File: src/rfc_pkg.sv
`default_nettype none
// ----------------------------------------------------------------------------
// rfc_pkg
// Shared types, constants and the CRC byte update for the frame checker.
// ----------------------------------------------------------------------------
package rfc_pkg;

    localparam int FRAME_BYTES  = 64;
    localparam int STORE_DEPTH  = FRAME_BYTES - 3;
    localparam int POS_W        = $clog2(FRAME_BYTES);
    localparam int IDX_W        = $clog2(STORE_DEPTH);
    localparam int RAM_AW       = IDX_W + 1;
    localparam int RAM_DEPTH    = 2 * (1 << IDX_W);
    localparam int CMP_W        = 9;

    localparam logic [15:0] CRC_POLY  = 16'h8005;
    localparam logic [7:0]  COUNT_MIN = 8'd4;

    typedef enum logic [1:0] {
        ST_OK        = 2'd0,
        ST_BAD_COUNT = 2'd1,
        ST_BAD_CRC   = 2'd2
    } status_t;

    // One finished frame, handed from the front end to the back end.
    typedef struct packed {
        status_t    status;
        logic [7:0] kept;
        logic       bank;
    } frame_desc_t;

    typedef struct packed {
        logic              en;
        logic [RAM_AW-1:0] addr;
        logic [7:0]        data;
    } ram_wr_t;

    // Bytes enter the CRC least significant bit first.
    function automatic logic [15:0] crc_feed(input logic [15:0] crc_in, input logic [7:0] b);
        logic [15:0] c;
        c = crc_in;
        for (int i = 0; i < 8; i++) begin
            if (b[i] != c[15])
            begin
                c = {c[14:0], 1'b0} ^ CRC_POLY;
            end
            else
            begin
                c = {c[14:0], 1'b0};
            end
        end
        return c;
    endfunction

endpackage
`default_nettype wire

File: src/rfc_back.sv
`default_nettype none
// ----------------------------------------------------------------------------
// rfc_back
// Takes frame descriptors and plays out the result words of each frame,
// reading kept payload from the RAM bank named in the descriptor.
// ----------------------------------------------------------------------------
module rfc_back
    import rfc_pkg::*;
(
    input  wire logic              clk,
    input  wire logic              rst_n,
    input  wire logic              q_valid,
    input  wire frame_desc_t       q_desc,
    output logic                   q_pop,
    output logic                   rd_en,
    output logic [RAM_AW-1:0]      rd_addr,
    input  wire logic [7:0]        rd_data,
    output logic                   frame_done,
    output logic                   out_valid,
    input  wire logic              out_stall,
    output logic [7:0]             payload_byte,
    output logic                   payload_valid,
    output logic [1:0]             frame_status,
    output logic [7:0]             kept_length,
    output logic                   last_of_frame
);

    typedef enum logic {
        S_IDLE,
        S_PLAY
    } state_t;

    state_t           state_reg, state_next;
    logic [IDX_W-1:0] idx_reg, idx_next;
    logic [7:0]       kept_reg, kept_next;
    logic             bank_reg, bank_next;
    logic             out_valid_reg, out_valid_next;
    logic [7:0]       byte_reg, byte_next;
    logic             pvalid_reg, pvalid_next;
    status_t          status_reg, status_next;
    logic [7:0]       klen_reg, klen_next;
    logic             last_reg, last_next;
    logic             out_free;
    logic             at_end;

    assign out_free      = !out_valid_reg || !out_stall;
    assign at_end        = (8'(idx_reg) == kept_reg - 8'd1);
    assign out_valid     = out_valid_reg;
    assign payload_byte  = byte_reg;
    assign payload_valid = pvalid_reg;
    assign frame_status  = status_reg;
    assign kept_length   = klen_reg;
    assign last_of_frame = last_reg;

    always_comb
    begin
        state_next     = state_reg;
        idx_next       = idx_reg;
        kept_next      = kept_reg;
        bank_next      = bank_reg;
        out_valid_next = out_valid_reg && out_stall;
        byte_next      = byte_reg;
        pvalid_next    = pvalid_reg;
        status_next    = status_reg;
        klen_next      = klen_reg;
        last_next      = last_reg;
        q_pop          = 1'b0;
        rd_en          = 1'b0;
        rd_addr        = {bank_reg, idx_reg};
        frame_done     = 1'b0;

        case (state_reg)
            S_IDLE:
            begin
                if (q_valid)
                begin
                    if ((q_desc.status != ST_OK) || (q_desc.kept == 8'd0))
                    begin
                        // Errors and empty frames give a single closing word.
                        if (out_free)
                        begin
                            q_pop          = 1'b1;
                            frame_done     = 1'b1;
                            out_valid_next = 1'b1;
                            byte_next      = 8'd0;
                            pvalid_next    = 1'b0;
                            status_next    = q_desc.status;
                            klen_next      = 8'd0;
                            last_next      = 1'b1;
                        end
                    end
                    else
                    begin
                        q_pop      = 1'b1;
                        kept_next  = q_desc.kept;
                        bank_next  = q_desc.bank;
                        idx_next   = '0;
                        rd_en      = 1'b1;
                        rd_addr    = {q_desc.bank, {IDX_W{1'b0}}};
                        state_next = S_PLAY;
                    end
                end
            end
            S_PLAY:
            begin
                // rd_data holds the entry at idx_reg until the next read is issued.
                if (out_free)
                begin
                    out_valid_next = 1'b1;
                    byte_next      = rd_data;
                    pvalid_next    = 1'b1;
                    status_next    = ST_OK;
                    klen_next      = kept_reg;
                    last_next      = at_end;
                    if (at_end)
                    begin
                        frame_done = 1'b1;
                        state_next = S_IDLE;
                    end
                    else
                    begin
                        idx_next = idx_reg + IDX_W'(1);
                        rd_en    = 1'b1;
                        rd_addr  = {bank_reg, idx_reg + IDX_W'(1)};
                    end
                end
            end
            default:
            begin
                state_next = S_IDLE;
            end
        endcase
    end

    always_ff @(posedge clk or negedge rst_n)
    begin
        if (!rst_n)
        begin
            state_reg     <= S_IDLE;
            out_valid_reg <= 1'b0;
            idx_reg       <= '0;
            kept_reg      <= 8'd0;
            bank_reg      <= 1'b0;
            byte_reg      <= 8'd0;
            pvalid_reg    <= 1'b0;
            status_reg    <= ST_OK;
            klen_reg      <= 8'd0;
            last_reg      <= 1'b0;
        end
        else
        begin
            state_reg     <= state_next;
            out_valid_reg <= out_valid_next;
            idx_reg       <= idx_next;
            kept_reg      <= kept_next;
            bank_reg      <= bank_next;
            byte_reg      <= byte_next;
            pvalid_reg    <= pvalid_next;
            status_reg    <= status_next;
            klen_reg      <= klen_next;
            last_reg      <= last_next;
        end
    end

`ifndef SYNTHESIS
    a_idx_in_range: assert property (@(posedge clk) disable iff (!rst_n)
        (state_reg == S_PLAY) |-> (8'(idx_reg) < kept_reg))
        else $error("payload index beyond kept length");

    a_done_closes: assert property (@(posedge clk) disable iff (!rst_n)
        frame_done |=> (out_valid_reg && last_reg))
        else $error("frame finished without a closing word");

    a_error_word: assert property (@(posedge clk) disable iff (!rst_n)
        (out_valid_reg && (status_reg != ST_OK)) |->
            (!pvalid_reg && (klen_reg == 8'd0) && last_reg && (byte_reg == 8'd0)))
        else $error("error word carries payload");
`endif

endmodule
`default_nettype wire
File: config.mk
export PLATFORM = sky130hd
export DESIGN_NAME = rfc_back
export DESIGN_NICKNAME = d
export VERILOG_FILES = /design/src/rfc_pkg.sv /design/src/rfc_back.sv
export SDC_FILE = /design/constraint.sdc
export NUM_CORES = 1
export LEC_CHECK = 0
export BUFFER_PORTS_ARGS = -buffer_cell sky130_fd_sc_hd__buf_4
export CORE_MARGIN = 3
export CORE_UTILIZATION = 55
export DETAILED_ROUTE_END_ITERATION = 12
export PLACE_DENSITY = 0.94
export SLEW_MARGIN = 15
export SYNTH_ARGS = -nofsm -noshare
export SYNTH_HDL_FRONTEND = slang
export SYNTH_SLANG_ARGS = --single-unit
File: constraint.sdc
create_clock -name clk -period 7.75 [get_ports clk]
set_clock_uncertainty 0.05 [all_clocks]
set_input_delay 1.55 -clock clk [delete_from_list [all_inputs] [get_ports clk]]
set_output_delay 1.55 -clock clk [all_outputs]
set_load 0.05 [all_outputs]
==> results of run 1 <==
==> logic make-up (layout without fill, tap and decap cells) <==
group	after synthesis	in the layout	synth area share
muxes	11	11	0.0672
buffers and inverters	14	71	0.0370
xor gates and xnor gates	6	6	0.0288
and+or+nand+nor	40	40	0.125
adders and majority gates	2	2	0.0137
DFF	37	37	0.507
AOI/OAI and AO/OA	54	54	0.221
==> power by group <==
part | internal [mW] | switching [mW] | total [mW]
Sequential | 0.270 | 0.0897 | 0.360
Clock | 0.0442 | 0.0640 | 0.108
Combinational | 0.238 | 0.390 | 0.628
Total | 0.552 | 0.544 | 1.10
==> worst max-delay path by stage <==
stage               startpoint    endpoint  slack (ns)  cells past startpoint
finish               q_desc[2]  rd_addr[6]        2.44                      8
global route         q_desc[2]  rd_addr[6]        2.19                      8
CTS                  q_desc[2]  rd_addr[6]        2.45                      8
detailed placement   q_desc[8]  rd_addr[6]        2.44                      8
global placement     q_desc[2]  rd_addr[6]        2.54                      8
floorplan            q_desc[2]  rd_addr[1]        2.24                      6
==> final cells by class <==
| class | instances | area share |
|---|---|---|
| sequential | 37 | 0.400 |
| multi-input combinational | 113 | 0.359 |
| timing repair buffer | 54 | 0.175 |
| tap | 44 | 0.0238 |
| clock buffer | 6 | 0.0221 |
| inverter | 9 | 0.0146 |
| clock inverter | 2 | 0.00594 |
==> per-layer routing <==
layer / vias to the layer above / wire length (um)
li1: 732 / -
met1: 719 / 1750
met2: 56 / 1980
met3: 9 / 287
met4: 0 / 54
met5: - / 0
==> synthesized netlist by cell type (all sizes together), types with 4 or more instances <==
master / instances
mux2: 10
nand2b: 5
a21oi: 10
a21o: 4
nand3: 4
nand2: 12
o21ai: 6
inv: 9
dfrtp: 37
a22o: 16
==> worst max-delay path, stage by stage <==
cell      delay (ns)
buf_4           0.11
nor4_1          0.35
a211oi_1        0.17
a21oi_1         0.43
inv_1           0.16
nand2_1         0.36
mux2_2          0.38
buf_4           0.19
==> flow_metrics.tcl, run 1 <==
set metrics [dict create \
    detailedPlacementHpwl_um 3120 \
    kind_of_capture_point_of_the_worst_setup_path "output pin" \
    critPathMaxFanout 10 \
    cp.required_ns 6.15 \
    grt_start_max_net_pins 38 \
    grt_setup_unrepaired "false" \
    final_nets 245 \
    detailedRoute.firstPassIterationCount 5 \
    placement.setup.worst_slack_ns 2.44 \
    power.total_mw 1.10 \
    cts_repair_resize_count 0 \
    fillCellCount 258 \
    numClockSinks 37 \
    ys.flop_type "dfrtp_1" \
    synth.area.top_cells "dfrtp_1 51%, a22o_1 7.2%, mux2_2 6.2%" \
    post_route_cells_drive_above_1_share 0.367 \
    place.port_buffers 53 \
    outcome "completed" \
    min_to "frame_status[1]" \
    worst_r2r_startpoint "kept_reg[1]" \
    power_per_cell_area_nw_per_um2 473 \
    postSynthAreaPerCell_sq_um 11.1 \
    wl_um 4070 \
    cts_buffers 5 \
    worstReg2RegEnd "idx_reg[3]" \
    fin_hold_ws_ns 0.426 \
    netlist_area_before_placement_sq_um 1830 \
    grt_first_pass_wirelength_um 6760 \
    min_period_ns 5.31 \
    grt_use_met1 0.287 \
    avgRoutedWirePerCell_um 15.4 \
    first_global_vias 1443 \
    area.sequential_sq_um 926 \
    fp-row-count 20 \
    synth.largest_area_cell "dfrtp_1" \
    worst_slack_ns 2.44 \
    grt-busiest-layer "met2" \
    multi_input_comb_area_sq_um 832 \
    crit_path_kind "in -> out" \
    max_slew.worst_pin.slew_ns 0.623 \
    post-place-cells 257 \
    fp.dieW_um 63.6 \
    worstHoldPathType "reg -> reg" \
    worst_ir_drop_vdd_mv 0.323 \
    postSynthRegisterBits 37 \
    setup.reg_to_reg.worst_slack_ns 4.91 \
    starting_utilization_of_the_core_area 0.588 \
    postSynthNetCount 189 \
    drt_iter0_drc 89 \
    placement.cell_area_sq_um 2250 \
    stdcell_area_sq_um 2320 \
    postCtsHoldBufs 0 \
    maxCapViolCount 0 \
    place.gp.congestion 0.826 \
    syn2layout_area_growth_pct 26.9 \
    leakage_nw 1.15 \
    yosys_warning_count 0 \
    fin_cells 265 \
    hold_viol_final 0 \
    insertedDiodeCount 0 \
    use_met3 0.0570 \
    global_route.usage.total 0.214 \
    postSynthCellCount 164 \
    critPathArrivalTime_ns 3.71 \
    tns_ns 0 \
    largest_buffer_count_on_any_clock_path 2 \
    worst_setup_path_start_kind "input pin" \
    layout_commonest_cell "buf_4" \
    r2r_cells 9 \
    grt_antenna_before_repair 0 \
    maximum_level_of_the_cts_h_tree 2 \
    via_per_inst 5.72 \
    synthDistinctLibCells 46 \
    cts_root_buf "clkbuf_4" \
    ys_seq_area_frac 0.507 \
    timing.hold.worst.start "frame_status[1]" \
    setup_viol 0 \
    utilization 0.747 \
    grt_use_met2 0.336 \
    chipHeight_um 63.6 \
    yosysTopAreaCellShare 0.507 \
    slew_violations 0 \
    slew-limit-headroom 0.584 \
    post-route-drc-count 0 \
    cts_tree "yes" \
    core_region_area_sq_um 3100 \
    postSynth.asyncResetShare 1.00 \
    min_path_cells 2 \
    worst_setup_hold_path_clk_slew_ns 0.10 \
    fmax_mhz 188 \
    cts.repair_timing.setup_buffer_count 0 \
    final.period_utilization 0.685 \
    io-pin-count 54 \
    overflow 0 \
    clock_latency_ns 0.35 \
    synth-edff-count 0 \
    dieArea_sq_um 4050 \
    antenna_violating_nets_post_route 0 \
    dr_total_vias 1516 \
    layout_common_cells "54 x buf_4, 37 x dfrtp_1, 15 x a22o_1" \
]
No activity file was read; power rests on OpenSTA's default activity.
==> inputs of run 2 (changes only) <==
CORE_UTILIZATION = 51   (was 55)
PLACE_DENSITY = 0.89   (was 0.94)
clock period = 5.1 ns   (was 7.75 ns; I/O delays follow)
==> run 2 against run 1 <==
Against the previous run:
- register-to-register slack worse by 2.7 ns
- sequential share of layout area shrank 0.74 points
- first-iteration DRC count increased by 10%
- critical path depth increased by 2
- clock power rose by 140%
- combinational power increased by 52%
- critical path type is now reg -> out
- critical endpoint is now rd_addr[5]
- largest power group unchanged
==> flow_metrics.tcl, run 2 (same netlist as run 1, synthesis figures left out) <==
set metrics [dict create \
    first_global_vias 1446 \
    worstReg2RegEnd "idx_reg[3]" \
    grt-busiest-layer "met2" \
    grt_setup_unrepaired "false" \
    cts.repair_timing.setup_buffer_count 0 \
    critPathMaxFanout 10 \
    outcome "completed" \
    fmax_mhz 227 \
    post-route-drc-count 0 \
    setup.reg_to_reg.worst_slack_ns 2.18 \
    cts_root_buf "clkbuf_4" \
    hold_viol_final 0 \
    power_per_cell_area_nw_per_um2 749 \
    use_met3 0.0646 \
    core_region_area_sq_um 3390 \
    numClockSinks 37 \
    maxCapViolCount 0 \
    global_route.usage.total 0.214 \
    detailedPlacementHpwl_um 3220 \
    r2r_cells 9 \
    worst_r2r_startpoint "kept_reg[1]" \
    area.sequential_sq_um 926 \
    worst_setup_hold_path_clk_slew_ns 0.11 \
    min_period_ns 4.41 \
    grt_antenna_before_repair 0 \
    postCtsHoldBufs 0 \
    setup_viol 0 \
    min_path_cells 2 \
    cts_repair_resize_count 0 \
    leakage_nw 1.17 \
    syn2layout_area_growth_pct 29.3 \
    maximum_level_of_the_cts_h_tree 2 \
    grt_use_met2 0.339 \
    largest_buffer_count_on_any_clock_path 2 \
    overflow 0 \
    kind_of_capture_point_of_the_worst_setup_path "output pin" \
    insertedDiodeCount 0 \
    grt_first_pass_wirelength_um 7020 \
    dieArea_sq_um 4330 \
    final_nets 245 \
    worstHoldPathType "reg -> reg" \
    worst_setup_path_start_kind "flip-flop" \
    clock_latency_ns 0.35 \
    layout_common_cells "54 x buf_4, 37 x dfrtp_1, 15 x a22o_1" \
    slew-limit-headroom 0.581 \
    fp.dieW_um 65.8 \
    timing.hold.worst.start "frame_status[0]" \
    drt_iter0_drc 98 \
    stdcell_area_sq_um 2360 \
    cts_tree "yes" \
    dr_total_vias 1549 \
    fp-row-count 21 \
    final.period_utilization 0.865 \
    detailedRoute.firstPassIterationCount 4 \
    grt_start_max_net_pins 38 \
    io-pin-count 54 \
    place.gp.congestion 0.852 \
    slew_violations 0 \
    via_per_inst 5.80 \
    fillCellCount 261 \
    max_slew.worst_pin.slew_ns 0.628 \
    multi_input_comb_area_sq_um 832 \
    grt_use_met1 0.278 \
    antenna_violating_nets_post_route 0 \
    place.port_buffers 53 \
    tns_ns 0 \
    placement.cell_area_sq_um 2250 \
    chipHeight_um 65.8 \
    layout_commonest_cell "buf_4" \
    crit_path_kind "reg -> out" \
    wl_um 4250 \
    cp.required_ns 4.03 \
    avgRoutedWirePerCell_um 15.9 \
    starting_utilization_of_the_core_area 0.539 \
    critPathArrivalTime_ns 3.34 \
    post_route_cells_drive_above_1_share 0.367 \
    worst_ir_drop_vdd_mv 0.365 \
    min_to "frame_status[0]" \
    cts_buffers 5 \
]
-- run 2: cell count changes in the layout (fill, tap and decap cells not counted), sizes merged --
cell    change
bufinv      +2
clkinv      -2
clkbuf      -1
inv         +1
-- run 2: worst max-delay path by stage --
stage                     start          to  slack [ns]  depth (start not counted)
global route        kept_reg[1]  rd_addr[5]        0.50                         10
CTS                 kept_reg[1]  rd_addr[5]        0.69                         10
detailed placement    q_desc[8]  rd_addr[6]        0.80                          8
global placement      q_desc[8]  rd_addr[6]        0.91                          8
floorplan           kept_reg[1]  rd_addr[1]        0.63                         10
finish              kept_reg[1]  rd_addr[5]        0.69                         10
-- run 2: where the power goes --
group,total [mW],switching (mW),internal (mW),leakage (nW)
Sequential,0.553,0.143,0.410,0.443
Combinational,0.957,0.597,0.361,0.668
Clock,0.258,0.104,0.154,0.0558
Total,1.77,0.843,0.925,1.17
-- run 2: final cells by class --
cell class / instances / area share
clock buffer: 5 / 0.0159
clock inverter: 3 / 0.0291
inverter: 9 / 0.0143
multi-input combinational: 113 / 0.352
sequential: 37 / 0.392
tap: 46 / 0.0244
timing repair buffer: 54 / 0.172
-- run 2: per-layer routing --
layer | up-vias | share of wire
met5 | - | 0
met4 | 0 | 0.018
met3 | 9 | 0.081
met2 | 68 | 0.49
met1 | 743 | 0.41
li1 | 729 | -
-- run 2: worst max-delay path: stages, from the launching register on --
cell,delay (ns)
dfrtp_1,0.48
inv_1,0.16
ha_1,0.23
nor3b_1,0.39
a21oi_1,0.12
nor4_1,0.34
nand4_1,0.21
o21a_1,0.34
a31o_2,0.30
a31oi_1,0.20
buf_4,0.23
-- run 2: through the flow --
stage / hold WS [ns] / util / std cells / power [mW] / setup slack, ns
finish: 0.435 / 0.697 / 267 / 1.77 / 0.689
global route: 0.476 / 0.697 / 267 / 1.88 / 0.498
CTS: 0.444 / 0.697 / 267 / 1.78 / 0.686
detailed placement: 0.417 / 0.665 / 259 / 1.52 / 0.796
global placement: 0.412 / 0.665 / 259 / 1.49 / 0.905
floorplan: 0.424 / - / 164 / 1.24 / 0.633
